**config.mk**
```make
export PLATFORM = sky130hd
export DESIGN_NAME = hrhc_core
export DESIGN_NICKNAME = d
export VERILOG_FILES = /design/src/hw/rtl/hrhc_pkg.sv /design/src/hw/rtl/hrhc_core.sv
export SDC_FILE = /design/constraint.sdc
export NUM_CORES = 1
export LEC_CHECK = 0
export ABC_CLOCK_PERIOD_IN_PS = 20300
export BUFFER_PORTS_ARGS = -buffer_cell sky130_fd_sc_hd__buf_2
export CAP_MARGIN = 20
export CORE_ASPECT_RATIO = 0.6
export CORE_MARGIN = 2
export CORE_UTILIZATION = 45
export DETAILED_ROUTE_END_ITERATION = 16
export HOLD_SLACK_MARGIN = 0.1
export PLACE_DENSITY = 0.69
export RECOVER_POWER = 25
export SLEW_MARGIN = 10
export SYNTH_ARGS = -nofsm -noshare
export SYNTH_HDL_FRONTEND = slang
export SYNTH_SLANG_ARGS = --single-unit
```
**constraint.sdc**
```tcl
create_clock -name clk -period 20.3 [get_ports clk]
set_clock_uncertainty 0.1 [all_clocks]
set_input_delay 3.045 -clock clk [delete_from_list [all_inputs] [get_ports clk]]
set_output_delay 3.045 -clock clk [all_outputs]
set_load 0.05 [all_outputs]
```
**src/hw/rtl/hrhc_pkg.sv**
```systemverilog
package hrhc_pkg;

	// Default limits on line and header size.
	localparam int unsigned MAX_LINE_DEF   = 255;
	localparam int unsigned MAX_HEADER_DEF = 2048;

	// Widths fixed by the register and field definitions.
	localparam int unsigned LEN_W     = 24;
	localparam int unsigned VERDICT_W = 2;

	// Verdict codes.
	localparam logic [VERDICT_W-1:0] V_BUSY   = 2'd0;
	localparam logic [VERDICT_W-1:0] V_ACCEPT = 2'd1;
	localparam logic [VERDICT_W-1:0] V_REJECT = 2'd2;

	// Configuration register indexes.
	localparam logic CFG_EXPECTED = 1'b0;
	localparam logic CFG_LIMIT    = 1'b1;

	// Character codes.
	localparam logic [7:0] CH_NUL   = 8'h00;
	localparam logic [7:0] CH_TAB   = 8'h09;
	localparam logic [7:0] CH_LF    = 8'h0A;
	localparam logic [7:0] CH_CR    = 8'h0D;
	localparam logic [7:0] CH_SP    = 8'h20;
	localparam logic [7:0] CH_ZERO  = 8'h30;
	localparam logic [7:0] CH_ONE   = 8'h31;
	localparam logic [7:0] CH_NINE  = 8'h39;
	localparam logic [7:0] CH_COLON = 8'h3A;
	localparam logic [7:0] CH_UPA   = 8'h41;
	localparam logic [7:0] CH_UPZ   = 8'h5A;
	localparam logic [7:0] CH_DEL   = 8'h7F;

	// Status line pattern; the minor version digit is checked on its own.
	localparam logic [8*13-1:0] STATUS_PAT = "HTTP/1.x 200 ";
	localparam logic [8*17-1:0] NAME_TE    = "transfer-encoding";
	localparam logic [8*16-1:0] NAME_CE    = "content-encoding";
	localparam logic [8*14-1:0] NAME_CL    = "content-length";

	// Character of the status pattern at a position of 0 to 12.
	function automatic logic [7:0] status_at(input logic [3:0] pos);
		logic [7:0] ch;
		ch = CH_NUL;
		if (pos <= 4'd12) begin
			ch = STATUS_PAT[8*(12 - int'(pos)) +: 8];
		end
		return ch;
	endfunction

	// Characters of the watched header names; NUL past the end never matches.
	function automatic logic [7:0] te_at(input logic [4:0] pos);
		logic [7:0] ch;
		ch = CH_NUL;
		if (pos < 5'd17) begin
			ch = NAME_TE[8*(16 - int'(pos)) +: 8];
		end
		return ch;
	endfunction

	function automatic logic [7:0] ce_at(input logic [4:0] pos);
		logic [7:0] ch;
		ch = CH_NUL;
		if (pos < 5'd16) begin
			ch = NAME_CE[8*(15 - int'(pos)) +: 8];
		end
		return ch;
	endfunction

	function automatic logic [7:0] cl_at(input logic [4:0] pos);
		logic [7:0] ch;
		ch = CH_NUL;
		if (pos < 5'd14) begin
			ch = NAME_CL[8*(13 - int'(pos)) +: 8];
		end
		return ch;
	endfunction

endpackage

```
**src/hw/rtl/hrhc_core.sv**
```systemverilog
module hrhc_core #(
	parameter int unsigned MAX_LINE   = hrhc_pkg::MAX_LINE_DEF,
	parameter int unsigned MAX_HEADER = hrhc_pkg::MAX_HEADER_DEF
) (
	input  logic                            clk,
	input  logic                            arst_n,
	input  logic                            step_en,
	input  logic                            restart,
	input  logic [7:0]                      data_byte,
	input  logic [hrhc_pkg::LEN_W-1:0]      expected_length,
	input  logic [hrhc_pkg::LEN_W-1:0]      length_limit,
	output logic [hrhc_pkg::VERDICT_W-1:0]  verdict_cur,
	output logic [hrhc_pkg::VERDICT_W-1:0]  verdict_next
);

	localparam int unsigned LINE_W = $clog2(MAX_LINE + 1);
	localparam int unsigned TOT_W  = $clog2(MAX_HEADER + 2);
	localparam int unsigned PROD_W = hrhc_pkg::LEN_W + 4;

	// Parse phases.
	localparam logic [3:0] PH_STATUS  = 4'd0;
	localparam logic [3:0] PH_NAME    = 4'd1;
	localparam logic [3:0] PH_OTHER   = 4'd2;
	localparam logic [3:0] PH_CL_LEAD = 4'd3;
	localparam logic [3:0] PH_CL_DIG  = 4'd4;
	localparam logic [3:0] PH_CL_TAIL = 4'd5;
	localparam logic [3:0] PH_LF_NEXT = 4'd6;
	localparam logic [3:0] PH_LF_END  = 4'd7;

	logic [3:0]                         phase_q;
	logic [LINE_W-1:0]                  line_len_q;
	logic [TOT_W-1:0]                   total_q;
	logic [2:0]                         flags_q;
	logic [hrhc_pkg::LEN_W-1:0]         value_q;
	logic                               seen_q;
	logic [hrhc_pkg::VERDICT_W-1:0]     verdict_q;

	logic [3:0]                         c_phase, n_phase;
	logic [LINE_W-1:0]                  c_len, n_len;
	logic [TOT_W-1:0]                   c_tot, n_tot;
	logic [2:0]                         c_flags, n_flags;
	logic [hrhc_pkg::LEN_W-1:0]         c_value, n_value;
	logic                               c_seen, n_seen;
	logic [hrhc_pkg::VERDICT_W-1:0]     c_verdict, n_verdict;

	logic [7:0]                         lc;
	logic [4:0]                         pos5;
	logic                               short_pos;
	logic                               is_digit;
	logic                               is_blank;
	logic                               ok;
	logic [PROD_W-1:0]                  digit_sum;
	logic                               digit_ok;

	// State as seen by this byte: a restart clears it first.
	always_comb begin
		if (restart) begin
			c_phase   = PH_STATUS;
			c_len     = '0;
			c_tot     = '0;
			c_flags   = 3'b111;
			c_value   = '0;
			c_seen    = 1'b0;
			c_verdict = hrhc_pkg::V_BUSY;
		end else begin
			c_phase   = phase_q;
			c_len     = line_len_q;
			c_tot     = total_q;
			c_flags   = flags_q;
			c_value   = value_q;
			c_seen    = seen_q;
			c_verdict = verdict_q;
		end
	end

	// Byte classes and the candidate content length with this digit added.
	always_comb begin
		lc = data_byte;
		if (data_byte >= hrhc_pkg::CH_UPA && data_byte <= hrhc_pkg::CH_UPZ) begin
			lc = data_byte + 8'd32;
		end
		short_pos = ((c_len >> 5) == '0);
		pos5      = c_len[4:0];
		is_digit  = (data_byte >= hrhc_pkg::CH_ZERO) && (data_byte <= hrhc_pkg::CH_NINE);
		is_blank  = (data_byte == hrhc_pkg::CH_SP) || (data_byte == hrhc_pkg::CH_TAB);
		digit_sum = ({4'b0, c_value} << 3) + ({4'b0, c_value} << 1)
			+ PROD_W'(data_byte[3:0]);
		digit_ok  = (digit_sum <= {4'b0, length_limit})
			&& (digit_sum <= {4'b0, expected_length});
	end

	// Next state for one byte.
	always_comb begin
		n_phase   = c_phase;
		n_len     = c_len;
		n_tot     = c_tot;
		n_flags   = c_flags;
		n_value   = c_value;
		n_seen    = c_seen;
		n_verdict = c_verdict;
		ok        = 1'b1;
		if (c_verdict == hrhc_pkg::V_BUSY) begin
			n_tot = c_tot + TOT_W'(1);
			if (n_tot > TOT_W'(MAX_HEADER)) begin
				n_verdict = hrhc_pkg::V_REJECT;
			end else if (c_phase == PH_LF_NEXT || c_phase == PH_LF_END) begin
				// A CR must be followed by LF.
				if (data_byte != hrhc_pkg::CH_LF) begin
					n_verdict = hrhc_pkg::V_REJECT;
				end else if (c_phase == PH_LF_END) begin
					n_verdict = hrhc_pkg::V_ACCEPT;
				end else begin
					n_phase = PH_NAME;
					n_len   = '0;
					n_flags = 3'b111;
				end
			end else if (data_byte == hrhc_pkg::CH_CR) begin
				// End of line.
				case (c_phase)
					PH_STATUS: begin
						if (c_len < LINE_W'(12)) begin
							ok = 1'b0;
						end
						n_phase = PH_LF_NEXT;
					end
					PH_NAME: begin
						if (c_len != '0 || !c_seen) begin
							ok = 1'b0;
						end
						n_phase = PH_LF_END;
					end
					PH_OTHER: begin
						n_phase = PH_LF_NEXT;
					end
					PH_CL_DIG, PH_CL_TAIL: begin
						if (c_value == '0 || c_value != expected_length) begin
							ok = 1'b0;
						end
						n_seen  = 1'b1;
						n_phase = PH_LF_NEXT;
					end
					default: begin
						ok = 1'b0;
					end
				endcase
				if (!ok) begin
					n_verdict = hrhc_pkg::V_REJECT;
				end
			end else if (data_byte == hrhc_pkg::CH_LF || data_byte == hrhc_pkg::CH_NUL
				|| c_len >= LINE_W'(MAX_LINE)) begin
				n_verdict = hrhc_pkg::V_REJECT;
			end else begin
				// Ordinary byte inside a line.
				case (c_phase)
					PH_STATUS: begin
						if (c_len == LINE_W'(7)) begin
							ok = (data_byte == hrhc_pkg::CH_ZERO)
								|| (data_byte == hrhc_pkg::CH_ONE);
						end else if (c_len <= LINE_W'(12)) begin
							ok = (data_byte == hrhc_pkg::status_at(c_len[3:0]));
						end
					end
					PH_NAME: begin
						if (data_byte == hrhc_pkg::CH_COLON) begin
							if (c_len == '0) begin
								ok = 1'b0;
							end else if ((c_flags[0] && c_len == LINE_W'(17))
								|| (c_flags[1] && c_len == LINE_W'(16))) begin
								ok = 1'b0;
							end else if (c_flags[2] && c_len == LINE_W'(14)) begin
								ok      = !c_seen;
								n_value = '0;
								n_phase = PH_CL_LEAD;
							end else begin
								n_phase = PH_OTHER;
							end
						end else if (data_byte <= hrhc_pkg::CH_SP
							|| data_byte >= hrhc_pkg::CH_DEL) begin
							ok = 1'b0;
						end else begin
							n_flags[0] = c_flags[0] && short_pos
								&& (lc == hrhc_pkg::te_at(pos5));
							n_flags[1] = c_flags[1] && short_pos
								&& (lc == hrhc_pkg::ce_at(pos5));
							n_flags[2] = c_flags[2] && short_pos
								&& (lc == hrhc_pkg::cl_at(pos5));
						end
					end
					PH_OTHER: begin
						ok = 1'b1;
					end
					PH_CL_LEAD: begin
						if (is_digit) begin
							n_phase = PH_CL_DIG;
							ok      = digit_ok;
							n_value = digit_sum[hrhc_pkg::LEN_W-1:0];
						end else begin
							ok = is_blank;
						end
					end
					PH_CL_DIG: begin
						if (is_digit) begin
							ok      = digit_ok;
							n_value = digit_sum[hrhc_pkg::LEN_W-1:0];
						end else if (is_blank) begin
							n_phase = PH_CL_TAIL;
						end else begin
							ok = 1'b0;
						end
					end
					PH_CL_TAIL: begin
						ok = is_blank;
					end
					default: begin
						ok = 1'b0;
					end
				endcase
				if (ok) begin
					n_len = c_len + LINE_W'(1);
				end else begin
					n_verdict = hrhc_pkg::V_REJECT;
				end
			end
		end
	end

	// Parse state registers.
	always_ff @(posedge clk or negedge arst_n) begin
		if (!arst_n) begin
			phase_q    <= PH_STATUS;
			line_len_q <= '0;
			total_q    <= '0;
			flags_q    <= 3'b111;
			value_q    <= '0;
			seen_q     <= 1'b0;
			verdict_q  <= hrhc_pkg::V_BUSY;
		end else if (step_en) begin
			phase_q    <= n_phase;
			line_len_q <= n_len;
			total_q    <= n_tot;
			flags_q    <= n_flags;
			value_q    <= n_value;
			seen_q     <= n_seen;
			verdict_q  <= n_verdict;
		end
	end

	assign verdict_cur  = c_verdict;
	assign verdict_next = n_verdict;

endmodule

```
==> key figures <==
Clocking
  • H-Tree Depth: 2
  • Worst-path clk slew: approximately 80 ps
  • CTS tree: done
  • CTS max path bufs: 2
  • CTS Sinks: 54
  • Clock root buffer: clkbuf_16
  • Clock Latency Late Sink: slightly above 300 ps
  • Cts hold-fix bufs: 0
  • PostCTS Resize Cnt: 0
  • Total CTS buffers: 5
  • Post-CTS setup buffer count: 0

Min path
  • Worst hold endpoint: flags_q[1]
  • Hold wc startpoint: flags_q[1]
  • HP Class: register to register
  • Hold depth: 2

Routing
  • Initial drt markers: approximately 1,300
  • WL/cell: 20.5 um
  • Final Routed Wirelength: 28,900 um
  • Final ANT Viol Nets: 0
  • DR DRC count: 0
  • Vias post-DR: 9,026
  • DR pass1 iterations: 13
  • Vias per std cell: 6.41

Outcome
  • Violated checks: capacitance limit, slew limit
  • Status: finished with violations

GRT
  • Vias in the first global route: around 8,000
  • First-pass GRT wire length: 45,900 um
  • Initial antenna violation count: 0
  • Largest net degree at the start of global routing: 55
  • Total gr overflow: 0
  • Tot GR Track Use: 28.7%

Setup path
  • Startpoint types: input port
  • Delay-heaviest family, CP: compound AO/OA/AOI/OAI gates
  • Crit end category: primary output
  • Setup Crit Path Kind: input port to primary output
  • Worst EP arrival: 9350 ps
  • CP most frequent cell: ha_1
  • R2r startpoint: value_q[0]
  • CP max stage delay: approximately 450 ps
  • Worst R2R Path Depth: 26
  • Slowest CP cell: a2111oi_0
  • Reg2reg setup slack: 14,050 ps
  • Reg-to-reg endpoint: line_len_q[6]
  • Crit path max fanout: 40
  • Critical Path RT: 17,150 ps
  • CP bufs+invs: 5

Layout
  • Register Area: around 1400 um^2
  • Fillers: 1,820
  • Layout Nets: 1,335
  • Layout cell share with drive strength beyond 1: slightly below 10%
  • Multi-input gate area: 6560 um^2
  • N_diodes: 0
  • Area growth syn-to-layout: 6.96%
  • Design area: 9080 um^2

Run
  • Max-Cap Viols: 1

Timing
  • Worst slew pin tran: 3150 ps
  • Hold Vio Cnt, Final: 0
  • Fmax achieved: 80.0 MHz
  • RSZ-0062 raised after global routing: false
  • Period minus WS final: ~12,000 ps
  • Period utilisation layout: 61.6%
  • Final setup TNS: 0 ps
  • Max transition margin: -110%
  • Final setup fails: 0
  • Pins Over Slew Limit: 55

Power
  • Power per cell area: 38.3 nW/um^2
  • Share of total power in sequential cells: 33.2%
  • Leak: 0.00432 uW
  • Comb pwr share: between 30% and 40%
  • Clk pwr share: 30.5%
  • Internal: 215 uW
  • Worst VDD drop: roughly 34 uV
  • Sw Pwr: 133 uW
  • Sw frac: a little under two fifths
  • Tot Pwr: 348 uW

Yosys
  • Flops & latches, synth: 54
  • Distinct cell type count after synthesis: 95
  • Mean Syn Cell Area: 7.36 um^2
  • Synth top cells by count: nand2_1 (111), ha_1 (106), a21oi_1 (97), nor2_1 (82), inv_1 (72)
  • Top cell type's share of synthesized area: 15.6%
  • EDFF count, synth: 0
  • Net count after synthesis: 1,320
  • Asr flop ratio synth: 100%
  • Sequential-to-total area share from yosys stat: between 10% and 20%
  • Count leader, synth: nand2_1
  • Mapped Area: between 8000 and 9000 um^2
  • Top post-synthesis cells by area: ha_1 (16%), dfrtp_1 (15%), a21oi_1 (5.7%)
  • Syn Inst Count: 1,153
  • YS warnings: 0
  • Yosys top cell by area: ha_1
  • Dominant synthesized flop cell: dfrtp_1

Floorplanning
  • # IOs: 64
  • CORE AREA: about 18,000 um^2
  • FP Rows: 38
  • Starting density of the core: between 40 and 50%
  • Chip Width: 181 um
  • Die area: 20,000 um^2
  • Die height: 110 um

Placement
  • DP HPWL: 22,900 um
  • PortBufs: 63
  • Routability-driven placement congestion ratio: 1.02
  • Area post-placement: 8900 um^2
==> sequential cells by signal, summed over array words and instances (netlist names) <==
register	cells
phase_q	4
flags_q	3
value_q	24
line_len_q	8
verdict_q	2
seen_q	1
total_q	12
==> power groups by stage <==
stage	Combinational [uW]	Sequential, uW	Clock (uW)
after floorplan	88.2	116	0
after global placement	120	117	0
after detailed placement	122	117	0
after CTS	123	115	107
after global routing	139	116	111
final	126	115	106
==> worst min-delay path: cells and delay by family, from the launching register on <==
kind,cells,cell delay (ps)
DFF,1,370
buffers and inverters,1,60
AOI/OAI and AO/OA,1,70
==> logic make-up (layout without fill, tap and decap cells) <==
kind of cell    count (synthesis)  count (layout)  share of synthesized area (%)
flops                          54              54                           16.0
buf+inv                       142             158                           6.73
simple gates                  438             438                           26.8
compound gates                331             331                           25.8
mux                            10              10                           1.25
fa+ha+maj                     107             107                           15.9
xor+xnor                       71              71                           7.55
==> routing by layer <==
| metal | part of all wire (%) | up-vias | global-route usage (%) |
|---|---|---|---|
| met4 | 0.51 | 0 | 2.66 |
| met1 | 49 | 4208 | 46.8 |
| met3 | 15 | 20 | 12.1 |
| met5 | 0 | - | 0 |
| li1 | - | 4248 | - |
| met2 | 35 | 550 | 33.8 |
==> cell type report <==
class / count / share of cell area, %
Tap cell: 240 / 3.31
Sequential cell: 54 / 14.9
Inverter: 76 / 3.17
Clock inverter: 3 / 0.524
Multi-Input combinational cell: 957 / 72.3
Timing Repair Buffer: 74 / 4.42
Clock buffer: 5 / 1.38
==> placed cells by master, fill, tap and decap left out, drive strengths merged, types with 43 or more instances in the layout <==
master and instances:
nand3 43, nor2 83, nand2 113, xnor2 51, ha 106, o21ai 76, inv 77, buf 73
dfrtp 51, a21oi 97
==> stage by stage <==
| stage | hold slack (ps) | worst slack, ps | util (%) | cells |
|---|---|---|---|---|
| after global routing | 397 | 7410 | 49.7 | 1409 |
| after global placement | 372 | 8200 | 48.7 | 1400 |
| final | 389 | 7800 | 49.7 | 1409 |
| after detailed placement | 372 | 7970 | 48.7 | 1400 |
| after floorplan | 344 | 7550 | - | 1153 |
| after CTS | 386 | 7940 | 49.7 | 1408 |
==> how the worst max path moves through the flow <==
stage                        from  slack (ps)  cells after the start              end
final                     restart        7800                     30  verdict_next[1]
after global routing      restart        7410                     30  verdict_next[1]
after CTS                 restart        7940                     30  verdict_next[1]
after detailed placement  restart        7970                     30  verdict_next[1]
after global placement    restart        8200                     30  verdict_next[1]
after floorplan           restart        7550                     30  verdict_next[1]
No activity file was read; power rests on OpenSTA's default activity.
